`src/rtl/lvxc_pkg.sv`:
```
package lvxc_pkg;

  localparam int unsigned KEY_MAX     = 16;
  localparam int unsigned KEY_IDX_W   = 4;
  localparam int unsigned KEY_LEN_W   = 5;
  localparam int unsigned CFG_ADDR_W  = 5;
  localparam int unsigned CFG_DATA_W  = 64;
  localparam int unsigned QUEUE_DEPTH = 2;
  localparam int unsigned QUEUE_PTR_W = 1;
  localparam int unsigned QUEUE_CNT_W = 2;

  // register index, taken from paddr[4:3]
  typedef enum logic [1:0] {
    REG_KEY_LOW  = 2'd0,
    REG_KEY_HIGH = 2'd1,
    REG_KEY_LEN  = 2'd2,
    REG_DIR      = 2'd3
  } reg_idx_e;

  typedef enum logic {
    DIR_ENCRYPT = 1'b0,
    DIR_DECRYPT = 1'b1
  } dir_e;

  typedef struct packed {
    logic [KEY_MAX-1:0][7:0] key;
    logic [KEY_LEN_W-1:0]    key_len;
    dir_e                    dir;
  } cfg_t;

  // one byte with its key byte and key residues, waiting for the cipher datapath
  typedef struct packed {
    logic [7:0] data;
    logic       last;
    dir_e       dir;
    logic [7:0] key;
    logic [4:0] key_m26;
    logic [4:0] key_m10;
    logic [4:0] key_m15;
  } entry_t;

  // k mod span by reciprocal multiply, exact for any 8-bit k with these constants
  function automatic logic [4:0] key_mod(logic [7:0] k, logic [4:0] span, logic [12:0] recip);
    logic [20:0] prod;
    logic [4:0]  quo;
    logic [9:0]  qs;
    prod = 21'(k) * 21'(recip);
    quo  = prod[20:16];
    qs   = 10'(quo) * 10'(span);
    return 5'(10'(k) - qs);
  endfunction

endpackage

```
`src/rtl/lvxc_front.sv`:
```
module lvxc_front import lvxc_pkg::*; (
  input  logic       clk_i,
  input  logic       rst_ni,
  input  logic       push_i,
  input  logic [7:0] data_byte_i,
  input  logic       end_of_message_i,
  input  logic       full_i,
  input  cfg_t       cfg_i,
  output logic       q_push_o,
  output entry_t     q_entry_o
);

  logic [KEY_IDX_W-1:0] pos_q, pos_d;
  logic [KEY_LEN_W-1:0] len_eff;
  logic [KEY_IDX_W-1:0] idx;
  logic [KEY_LEN_W-1:0] idx_inc;
  logic [7:0]           key;
  logic                 accept;

  assign accept = push_i & ~full_i;

  always_comb begin
    if (cfg_i.key_len == '0) begin
      len_eff = KEY_LEN_W'(1);
    end else if (cfg_i.key_len > KEY_LEN_W'(KEY_MAX)) begin
      len_eff = KEY_LEN_W'(KEY_MAX);
    end else begin
      len_eff = cfg_i.key_len;
    end
  end

  always_comb begin
    idx = pos_q;
    // a stale position past a shortened key falls back to key byte 0
    if (KEY_LEN_W'(pos_q) >= len_eff) begin
      idx = '0;
    end
    idx_inc = KEY_LEN_W'(idx) + KEY_LEN_W'(1);
    if (end_of_message_i || idx_inc >= len_eff) begin
      pos_d = '0;
    end else begin
      pos_d = idx_inc[KEY_IDX_W-1:0];
    end
  end

  assign key = cfg_i.key[idx];

  always_comb begin
    q_entry_o.data    = data_byte_i;
    q_entry_o.last    = end_of_message_i;
    q_entry_o.dir     = cfg_i.dir;
    q_entry_o.key     = key;
    q_entry_o.key_m26 = key_mod(key, 5'd26, 13'd2521);
    q_entry_o.key_m10 = key_mod(key, 5'd10, 13'd6554);
    q_entry_o.key_m15 = key_mod(key, 5'd15, 13'd4370);
  end

  assign q_push_o = accept;

  always_ff @(posedge clk_i or negedge rst_ni) begin
    if (!rst_ni) begin
      pos_q <= '0;
    end else if (accept) begin
      pos_q <= pos_d;
    end
  end

endmodule

```
`src/rtl/lvxc_queue.sv`:
```
module lvxc_queue import lvxc_pkg::*; (
  input  logic   clk_i,
  input  logic   rst_ni,
  input  logic   push_i,
  input  entry_t entry_i,
  output logic   full_o,
  input  logic   pop_i,
  output entry_t entry_o,
  output logic   valid_o
);

  entry_t                 mem_q [QUEUE_DEPTH];
  logic [QUEUE_PTR_W-1:0] wr_ptr_q, rd_ptr_q;
  logic [QUEUE_CNT_W-1:0] count_q;
  logic                   do_push, do_pop;

  assign full_o  = (count_q == QUEUE_CNT_W'(QUEUE_DEPTH));
  assign valid_o = (count_q != '0);
  assign entry_o = mem_q[rd_ptr_q];
  assign do_push = push_i & ~full_o;
  assign do_pop  = pop_i & valid_o;

  function automatic logic [QUEUE_PTR_W-1:0] ptr_inc(logic [QUEUE_PTR_W-1:0] p);
    if (p == QUEUE_PTR_W'(QUEUE_DEPTH - 1)) begin
      return '0;
    end
    return p + QUEUE_PTR_W'(1);
  endfunction

  always_ff @(posedge clk_i) begin
    if (do_push) begin
      mem_q[wr_ptr_q] <= entry_i;
    end
  end

  always_ff @(posedge clk_i or negedge rst_ni) begin
    if (!rst_ni) begin
      wr_ptr_q <= '0;
      rd_ptr_q <= '0;
      count_q  <= '0;
    end else begin
      if (do_push) begin
        wr_ptr_q <= ptr_inc(wr_ptr_q);
      end
      if (do_pop) begin
        rd_ptr_q <= ptr_inc(rd_ptr_q);
      end
      if (do_push && !do_pop) begin
        count_q <= count_q + QUEUE_CNT_W'(1);
      end else if (do_pop && !do_push) begin
        count_q <= count_q - QUEUE_CNT_W'(1);
      end
    end
  end

endmodule

```
`src/rtl/lvxc_back.sv`:
```
module lvxc_back import lvxc_pkg::*; (
  input  logic       clk_i,
  input  logic       rst_ni,
  input  logic       q_valid_i,
  input  entry_t     q_entry_i,
  output logic       q_pop_o,
  output logic       empty_o,
  input  logic       pop_i,
  output logic [7:0] out_byte_o,
  output logic       out_last_o
);

  logic       out_valid_q;
  logic [7:0] out_byte_q;
  logic       out_last_q;
  logic       take;
  logic [7:0] result;

  // rotate b within its class by s (already reduced mod span)
  function automatic logic [7:0] class_shift(logic [7:0] b, entry_t e, logic enc);
    logic [7:0] base;
    logic [5:0] span;
    logic [5:0] s;
    logic [5:0] off;
    logic [5:0] t;
    logic       hit;
    hit  = 1'b1;
    base = 8'd0;
    span = 6'd1;
    s    = 6'd0;
    if (b >= 8'd65 && b <= 8'd90) begin
      base = 8'd65; span = 6'd26; s = 6'(e.key_m26);
    end else if (b >= 8'd97 && b <= 8'd122) begin
      base = 8'd97; span = 6'd26; s = 6'(e.key_m26);
    end else if (b >= 8'd48 && b <= 8'd57) begin
      base = 8'd48; span = 6'd10; s = 6'(e.key_m10);
    end else if (b >= 8'd33 && b <= 8'd47) begin
      base = 8'd33; span = 6'd15; s = 6'(e.key_m15);
    end else begin
      hit = 1'b0;
    end
    off = 6'(b - base);
    if (enc) begin
      t = off + s;
      if (t >= span) begin
        t = t - span;
      end
    end else if (off < s) begin
      t = off + span - s;
    end else begin
      t = off - s;
    end
    return hit ? (base + 8'(t)) : b;
  endfunction

  always_comb begin
    logic [7:0] mid;
    if (q_entry_i.dir == DIR_ENCRYPT) begin
      mid    = class_shift(q_entry_i.data, q_entry_i, 1'b1) + q_entry_i.key;
      result = mid ^ q_entry_i.key;
    end else begin
      mid    = (q_entry_i.data ^ q_entry_i.key) - q_entry_i.key;
      result = class_shift(mid, q_entry_i, 1'b0);
    end
  end

  // load the output register when it is free or being drained
  assign take    = q_valid_i & (~out_valid_q | pop_i);
  assign q_pop_o = take;

  always_ff @(posedge clk_i) begin
    if (take) begin
      out_byte_q <= result;
      out_last_q <= q_entry_i.last;
    end
  end

  always_ff @(posedge clk_i or negedge rst_ni) begin
    if (!rst_ni) begin
      out_valid_q <= 1'b0;
    end else if (take) begin
      out_valid_q <= 1'b1;
    end else if (pop_i) begin
      out_valid_q <= 1'b0;
    end
  end

  assign empty_o    = ~out_valid_q;
  assign out_byte_o = out_byte_q;
  assign out_last_o = out_last_q;

endmodule

```
`src/rtl/layered_vigenere_xor_byte_cipher_top.sv`:
```
// path: an accepted byte passes through the queue into the output register on the result ports
// throughput: one byte per cycle through front, queue and output register while pop is high
// the two-entry queue lets the front keep taking bytes while the result side stalls, until full
// reset: async active low; key position, queue and output valid clear, key registers
// clear to zero, key length resets to 1 and direction to encrypt
module layered_vigenere_xor_byte_cipher_top import lvxc_pkg::*; (
  input  logic                  clk_i,
  input  logic                  rst_ni,
  // input side
  input  logic                  push,
  output logic                  full,
  input  logic [7:0]            data_byte_i,
  input  logic                  end_of_message_i,
  // result side
  output logic                  empty,
  input  logic                  pop,
  output logic [7:0]            out_byte_o,
  output logic                  out_last_o,
  // configuration
  input  logic                  psel,
  input  logic                  penable,
  input  logic                  pwrite,
  input  logic [CFG_ADDR_W-1:0] paddr,
  input  logic [CFG_DATA_W-1:0] pwdata,
  output logic [CFG_DATA_W-1:0] prdata,
  output logic                  pready
);

  logic [CFG_DATA_W-1:0] key_low_q;
  logic [CFG_DATA_W-1:0] key_high_q;
  logic [KEY_LEN_W-1:0]  key_len_q;
  dir_e                  dir_q;
  reg_idx_e              reg_idx;
  logic                  cfg_wr;
  cfg_t                  cfg;

  logic                  q_push;
  entry_t                q_in;
  logic                  q_full;
  logic                  q_pop;
  entry_t                q_out;
  logic                  q_valid;

  // registers sit on 8-byte boundaries, low address bits are ignored
  assign reg_idx = reg_idx_e'(paddr[4:3]);
  assign cfg_wr  = psel & penable & pwrite;
  assign pready  = 1'b1;

  always_ff @(posedge clk_i or negedge rst_ni) begin
    if (!rst_ni) begin
      key_low_q  <= '0;
      key_high_q <= '0;
      key_len_q  <= KEY_LEN_W'(1);
      dir_q      <= DIR_ENCRYPT;
    end else if (cfg_wr) begin
      unique case (reg_idx)
        REG_KEY_LOW:  key_low_q  <= pwdata;
        REG_KEY_HIGH: key_high_q <= pwdata;
        REG_KEY_LEN:  key_len_q  <= pwdata[KEY_LEN_W-1:0];
        REG_DIR:      dir_q      <= dir_e'(pwdata[0]);
        default:      ;
      endcase
    end
  end

  // read back
  always_comb begin
    unique case (reg_idx)
      REG_KEY_LOW:  prdata = key_low_q;
      REG_KEY_HIGH: prdata = key_high_q;
      REG_KEY_LEN:  prdata = CFG_DATA_W'(key_len_q);
      REG_DIR:      prdata = CFG_DATA_W'(dir_q);
      default:      prdata = '0;
    endcase
  end

  // key byte 0 in the low bits of the low register
  always_comb begin
    cfg.key     = {key_high_q, key_low_q};
    cfg.key_len = key_len_q;
    cfg.dir     = dir_q;
  end

  // front: transfer acceptance, key position tracking and key residue computation
  lvxc_front u_front (
    .clk_i            (clk_i),
    .rst_ni           (rst_ni),
    .push_i           (push),
    .data_byte_i      (data_byte_i),
    .end_of_message_i (end_of_message_i),
    .full_i           (q_full),
    .cfg_i            (cfg),
    .q_push_o         (q_push),
    .q_entry_o        (q_in)
  );

  // decoupling queue between front and back
  lvxc_queue u_queue (
    .clk_i   (clk_i),
    .rst_ni  (rst_ni),
    .push_i  (q_push),
    .entry_i (q_in),
    .full_o  (q_full),
    .pop_i   (q_pop),
    .entry_o (q_out),
    .valid_o (q_valid)
  );

  // back: shift / add / xor chain (xor / subtract / shift to decrypt) into the output register
  lvxc_back u_back (
    .clk_i      (clk_i),
    .rst_ni     (rst_ni),
    .q_valid_i  (q_valid),
    .q_entry_i  (q_out),
    .q_pop_o    (q_pop),
    .empty_o    (empty),
    .pop_i      (pop),
    .out_byte_o (out_byte_o),
    .out_last_o (out_last_o)
  );

  assign full = q_full;

endmodule

```
`config.mk`:
```
export PLATFORM = sky130hd
export DESIGN_NAME = layered_vigenere_xor_byte_cipher_top
export DESIGN_NICKNAME = d
export VERILOG_FILES = /design/src/rtl/lvxc_pkg.sv /design/src/rtl/lvxc_front.sv /design/src/rtl/lvxc_queue.sv /design/src/rtl/lvxc_back.sv /design/src/rtl/layered_vigenere_xor_byte_cipher_top.sv
export SDC_FILE = /design/constraint.sdc
export NUM_CORES = 1
export LEC_CHECK = 0
export ABC_CLOCK_PERIOD_IN_PS = 18500
export BUFFER_PORTS_ARGS = -buffer_cell sky130_fd_sc_hd__clkbuf_2
export CAP_MARGIN = 20
export CORE_ASPECT_RATIO = 1.1
export CORE_MARGIN = 2
export CORE_UTILIZATION = 55
export DETAILED_ROUTE_END_ITERATION = 16
export PLACE_DENSITY = 0.75
export SETUP_SLACK_MARGIN = 0.15
export SYNTH_ARGS = -nofsm -noshare
export SYNTH_HDL_FRONTEND = slang
export SYNTH_SLANG_ARGS = --single-unit
```
`constraint.sdc`:
```
create_clock -name clk_i -period 18.5 [get_ports clk_i]
set_input_delay 0.925 -clock clk_i [delete_from_list [all_inputs] [get_ports clk_i]]
set_output_delay 0.925 -clock clk_i [all_outputs]
set_load 0.03 [all_outputs]
```
---- Word level (Yosys, flattened, before mapping) ----
Memories as Yosys holds them, arrays and structs flattened.
Index checks and enable logic that the tools add are counted.
storage, ports and cells
  memories ................................ 1
  output and inout bits ................... 76
  logic and storage cells ................. 164
  bits in writable memories ............... 66
  register bits after elaboration ......... 152
cells by class
  muxes and demuxes ....................... 68
  reductions and logical operators ........ 22
  $mul .................................... 6
  bitwise operators ....................... 11
  equal/unequal tests ..................... 4
  add/sub/neg operators ................... 19
  order comparisons ....................... 22
memory list
  memory         depth  bits a word  rd ports  clocked after memory_dff  write ports  RTL line          text
  u_queue.mem_q  2      33           1         0                         1            lvxc_queue.sv:12  entry_t mem_q [QUEUE_DEPTH];
operators by type and width
  cell                   number
  $pmux 64 s4            1
  $mux 6                 22
  $mux 8                 12
  $mul 8x12->20 const B  3
  $bmux 8 s4             1
  $ge 8x6->1 const B     4
  $ge 8x7->1 const B     4
  $le 8x6->1 const B     4
  $le 8x7->1 const B     4
  $sub 6x6->6            5
  $mux 1                 22
  $mux 5                 4
  $add 8x6->8            2
  $mux 4                 4
  $xor 8x8->8            2
  $sub 5x5->5            3
  $add 6x6->6            2
  $logic_and 1x1->1      10
  $add 8x8->8            1
  $reduce_and 2->1       4
  $sub 8x8->8            1
  $and 1x1->1            6
  $eq 2x2->1 const B     3
  $ge 6x6->1             1
  other kinds (21)       27

---- Logic depth before layout (Yosys ltp) ----
An unclocked memory read counts as a cell.
  depth in word-level cells ............... 18
  mapped depth ............................ 42
  mapped depth without buffers ............ 41

---- By module ----
From an unflattened synthesis, not the netlist that was laid out.
second synthesis, totals
  cells, all modules ...................... 1633
  area total of the unflattened synthesis .. 17883.4 um2
by module, submodules not included
  module                                area an instance (um2)  instances  cells an instance
  layered_vigenere_xor_byte_cipher_top  6052.1                  1          437
  lvxc_front                            5531.6                  1          630
  lvxc_back                             3565.9                  1          444
  lvxc_queue                            2733.9                  1          122

---- Least setup slack after synthesis ----
No wires, ideal clock.
  kind .................................... flip-flop to flip-flop
  start point ............................. reg u_front.pos_q[0]
  end point ............................... mem u_queue.mem_q[0][4] (netlist bit), data pin
  period minus slack after synthesis ...... 8.782 ns
  path buffers ............................ 5
  required time ........................... 18.236 ns
  setup time .............................. 0.264 ns
  slack ................................... 9.718 ns
  arrival time ............................ 8.517 ns
  cell stages (with the launch flop) ...... 42
  cells stage by stage .................... dfrtp_1 -> clkbuf_1 -> inv_1 -> clkbuf_1 -> ha_1 -> nand2b_1 -> a211o_1 -> a21o_1 -> a21oi_2 -> buf_2 -> clkbuf_1 -> nand3_1 -> nand3_1 -> a31o_2 -> clkbuf_1 -> inv_1 -> ha_1 -> inv_1 -> [6 not listed] -> nand2_1 -> a41oi_1 -> a21oi_1 -> o211ai_1 -> o21ai_1 -> a21oi_1 -> xor2_1 -> inv_1 -> fa_1 -> ha_1 -> fa_1 -> inv_1 -> ha_1 -> a21oi_1 -> xnor2_1 -> xnor2_1 -> xnor2_1 -> xnor2_1
RTL lines
  what                    RTL line          text
  start, declared         lvxc_front.sv:13  logic [KEY_IDX_W-1:0] pos_q, pos_d;
  start signal, assigned  lvxc_front.sv:64  pos_q <= pos_d;
  end, declared           lvxc_queue.sv:12

==> summary.txt <==
Routed len/inst: 19.3 um
Max-slew headroom: 0.355
Final Skew: 0.0191 ns
1st-pass router iterations: 8
Critical path peak fanout: 43
Count of state elements after synthesis: 212
Number of global-route vias before repair: 13200
Hold/Removal Path Class: in2async
Final min period: 10.38 ns
Die W: 172 um
Max incr delay on CP: 0.57 ns
Post-synth EDFFs: 69
Nets: 2087
Mapped Avg Cell Area: 10.5 sq um
Vert. Die Dim: 189 um
Clk sinks: 212
Setup total negative slack: 0 ns
RSZ-0062 raised after global routing: false
Busiest grt layer: met2
Antenna violations before repair: 1
CTS tree: yes
Yosys cell types: 93
Met3 usage: 0.0462
Fillers: 2445
Ant. Diodes: 0
Clk slew on worst S/H paths: 0.06 ns
Max-slew violations: 0
Seq/Total Area, Yosys: 0.332
Status: complete, no violations
Slew @ Worst Pin: 0.968 ns
Worst Path Required: 18.77 ns
Final Util: 0.629
Mapped cell area: 17000 sq um
Met1 Use GR: 0.341
Area growth from synthesis to layout: 12.4%
Most common cell after layout, fill and taps aside: ha_1
Setup crit start: u_front.pos_q[0]$_DFFE_PN0P_
Fraction of layout instances using a drive strength above 1: 0.236
Asr flop ratio synth: 0.675
Final worst-path cycle share: 0.561
Final setup vio count: 0
Final Instance Area: 19100 sq um
Total nets after synthesis: 1940
Core ar.: 30400 sq um
Hold_ws: 0.385 ns
FF-to-FF path depth: 38
R2r startpoint: u_front.pos_q[0]$_DFFE_PN0P_
DP HPWL: 31800 um
Syn Inst Count: 1625
H-tree Lvls: 1
CP Class: reg2reg
Global Route Usage Sum: 0.266
Drt total wl: 42600 um
Critical path endpoint category: flop
Routability cong.: 0.949
M2 GR Usage: 0.455
Max-cap violations: 0
Post-route ant nets: 0
Final hold violations: 0
Initial core utilization: 0.559
Post-CTS Setup Inserts: 0
Fmax: 0.0963 GHz
Yosys warnings: 0
Critical Path Most Common Cell: inv_1
Resized cells post-CTS: 0
I/O pin count: 161
Hold_buf cts: 0
Area after DPL: 18300 sq um
Ys flop type: dfrtp_1
DRC violations left: 0
Die ar.: 32400 sq um
Skew-Pair Late Insertion Delay: 0.54 ns
CP startpoint kind: flop
Crit path DAT: 10.65 ns
Grt ovf: 0
Largest net degree at the start of global routing: 76
Worst path slowest cell: ha_1
# rows: 67
CTS root buf: clkbuf_16
Drt initial violations: 864
Port buffer count: 156
CTS buffer count: 25
Via Count: 13000
First-pass GRT wire length: 68800 um
Clock Path Buffers: 3
Via density: 5.89
Most frequent cells in the layout: 180 x ha_1, 160 x mux2_2, 154 x clkbuf_2, 153 x inv_1, 141 x dfrtp_1
## worst max-delay path, delay by kind of cell, from the launching register on
family                   cells  cell delay, ns
adder cells (fa/ha/maj)      8            3.32
flip-flops                   1            0.33
AND/OR/NAND/NOR              2            0.30
XOR/XNOR                     5            0.68
buffers and inverters        9            1.98
multiplexers                 1            0.41
AO/OA/AOI/OAI               13            3.02
## metrics by stage
step	std cells	setup slack (ns)
after floorplan	1625	9.72
after global placement	2156	8.45
after detailed placement	2156	8.26
after CTS	2202	8.20
after global routing	2205	7.55
final	2205	8.12
## synthesized netlist by cell type (all sizes together), types with 6 or more instances
cell / n / area (sq um)
ha: 180 / 2250
mux2: 162 / 1830
inv: 156 / 586
dfrtp: 142 / 3550
nor2: 120 / 453
mux2i: 109 / 1100
nand2: 99 / 372
edfxtp: 69 / 2070
xnor2: 61 / 549
a21oi: 60 / 319
o21ai: 56 / 280
fa: 50 / 1000
clkbuf: 49 / 184
xor2: 29 / 254
nand3: 27 / 135
a21o: 24 / 180
nand2b: 13 / 81.3
nor3: 13 / 65.1
nor2b: 11 / 68.8
and3: 10 / 62.6
buf: 10 / 52.6
a211oi: 8 / 65.1
a222oi: 8 / 80.1
a31oi: 8 / 56.3
or3: 8 / 55.1
a211o: 7 / 61.3
nand4: 7 / 43.8
or2: 7 / 43.8
a22oi: 6 / 45.0
o211ai: 6 / 45.0
o21bai: 6 / 45.0
o221ai: 6 / 58.8
o31ai: 6 / 50.1
## area by class of cell
cell class / instances / area, sq um / area share
clock inverters: 11 / 141 / 0.00739
clock buffers: 35 / 723 / 0.0378
repair buffers: 179 / 956 / 0.0500
flip-flops and latches: 212 / 5650 / 0.295
well taps: 414 / 518 / 0.0271
inverters: 158 / 598 / 0.0313
multi-input cells: 1196 / 10500 / 0.551
## flip-flops by register name, summed over array words and instances (netlist names)
| signal | flops |
|---|---|
| u_queue.count_q | 2 |
| u_back.out_last_o | 1 |
| key_low_q | 64 |
| key_high_q | 64 |
| u_front.pos_q | 4 |
| dir_q | 1 |
| key_len_q | 5 |
| u_back.out_valid_q | 1 |
| u_back.out_byte_o | 8 |
| u_queue.rd_ptr_q | 1 |
| u_queue.wr_ptr_q | 1 |
| u_queue.mem_q | 60 |
## cells by family after synthesis
group | count (synthesis) | share of synthesized area
compound gates | 267 | 0.111
buf+inv | 217 | 0.0490
mux | 275 | 0.178
flops | 212 | 0.332
simple gates | 330 | 0.0881
xor+xnor | 92 | 0.0498
fa+ha+maj | 231 | 0.192
other cells | 1 | 0.000220
## final timing paths
check / to / slack [ns]
max in group asynchronous: key_high_q[26]$_DFFE_PN0P_ / 16.72
hold reg to reg: u_back.out_valid_q$_DFFE_PN0P_ / 0.50
setup / recovery: u_queue.mem_q[1][9]$_DFFE_PP_ / 8.12
setup reg to reg: u_queue.mem_q[1][9]$_DFFE_PP_ / 8.12
min in group clk_i: u_back.out_valid_q$_DFFE_PN0P_ / 0.50
hold / removal: key_low_q[45]$_DFFE_PN0P_ / 0.39
## layer usage
layer	wire, um	vias up
li1	-	6096
met4	1480	2
met3	2910	95
met1	17200	6353
met5	11	-
met2	21000	448
Power is not shown: default switching activity piles up to over one toggle a cycle in this logic, so the estimate is an artifact.
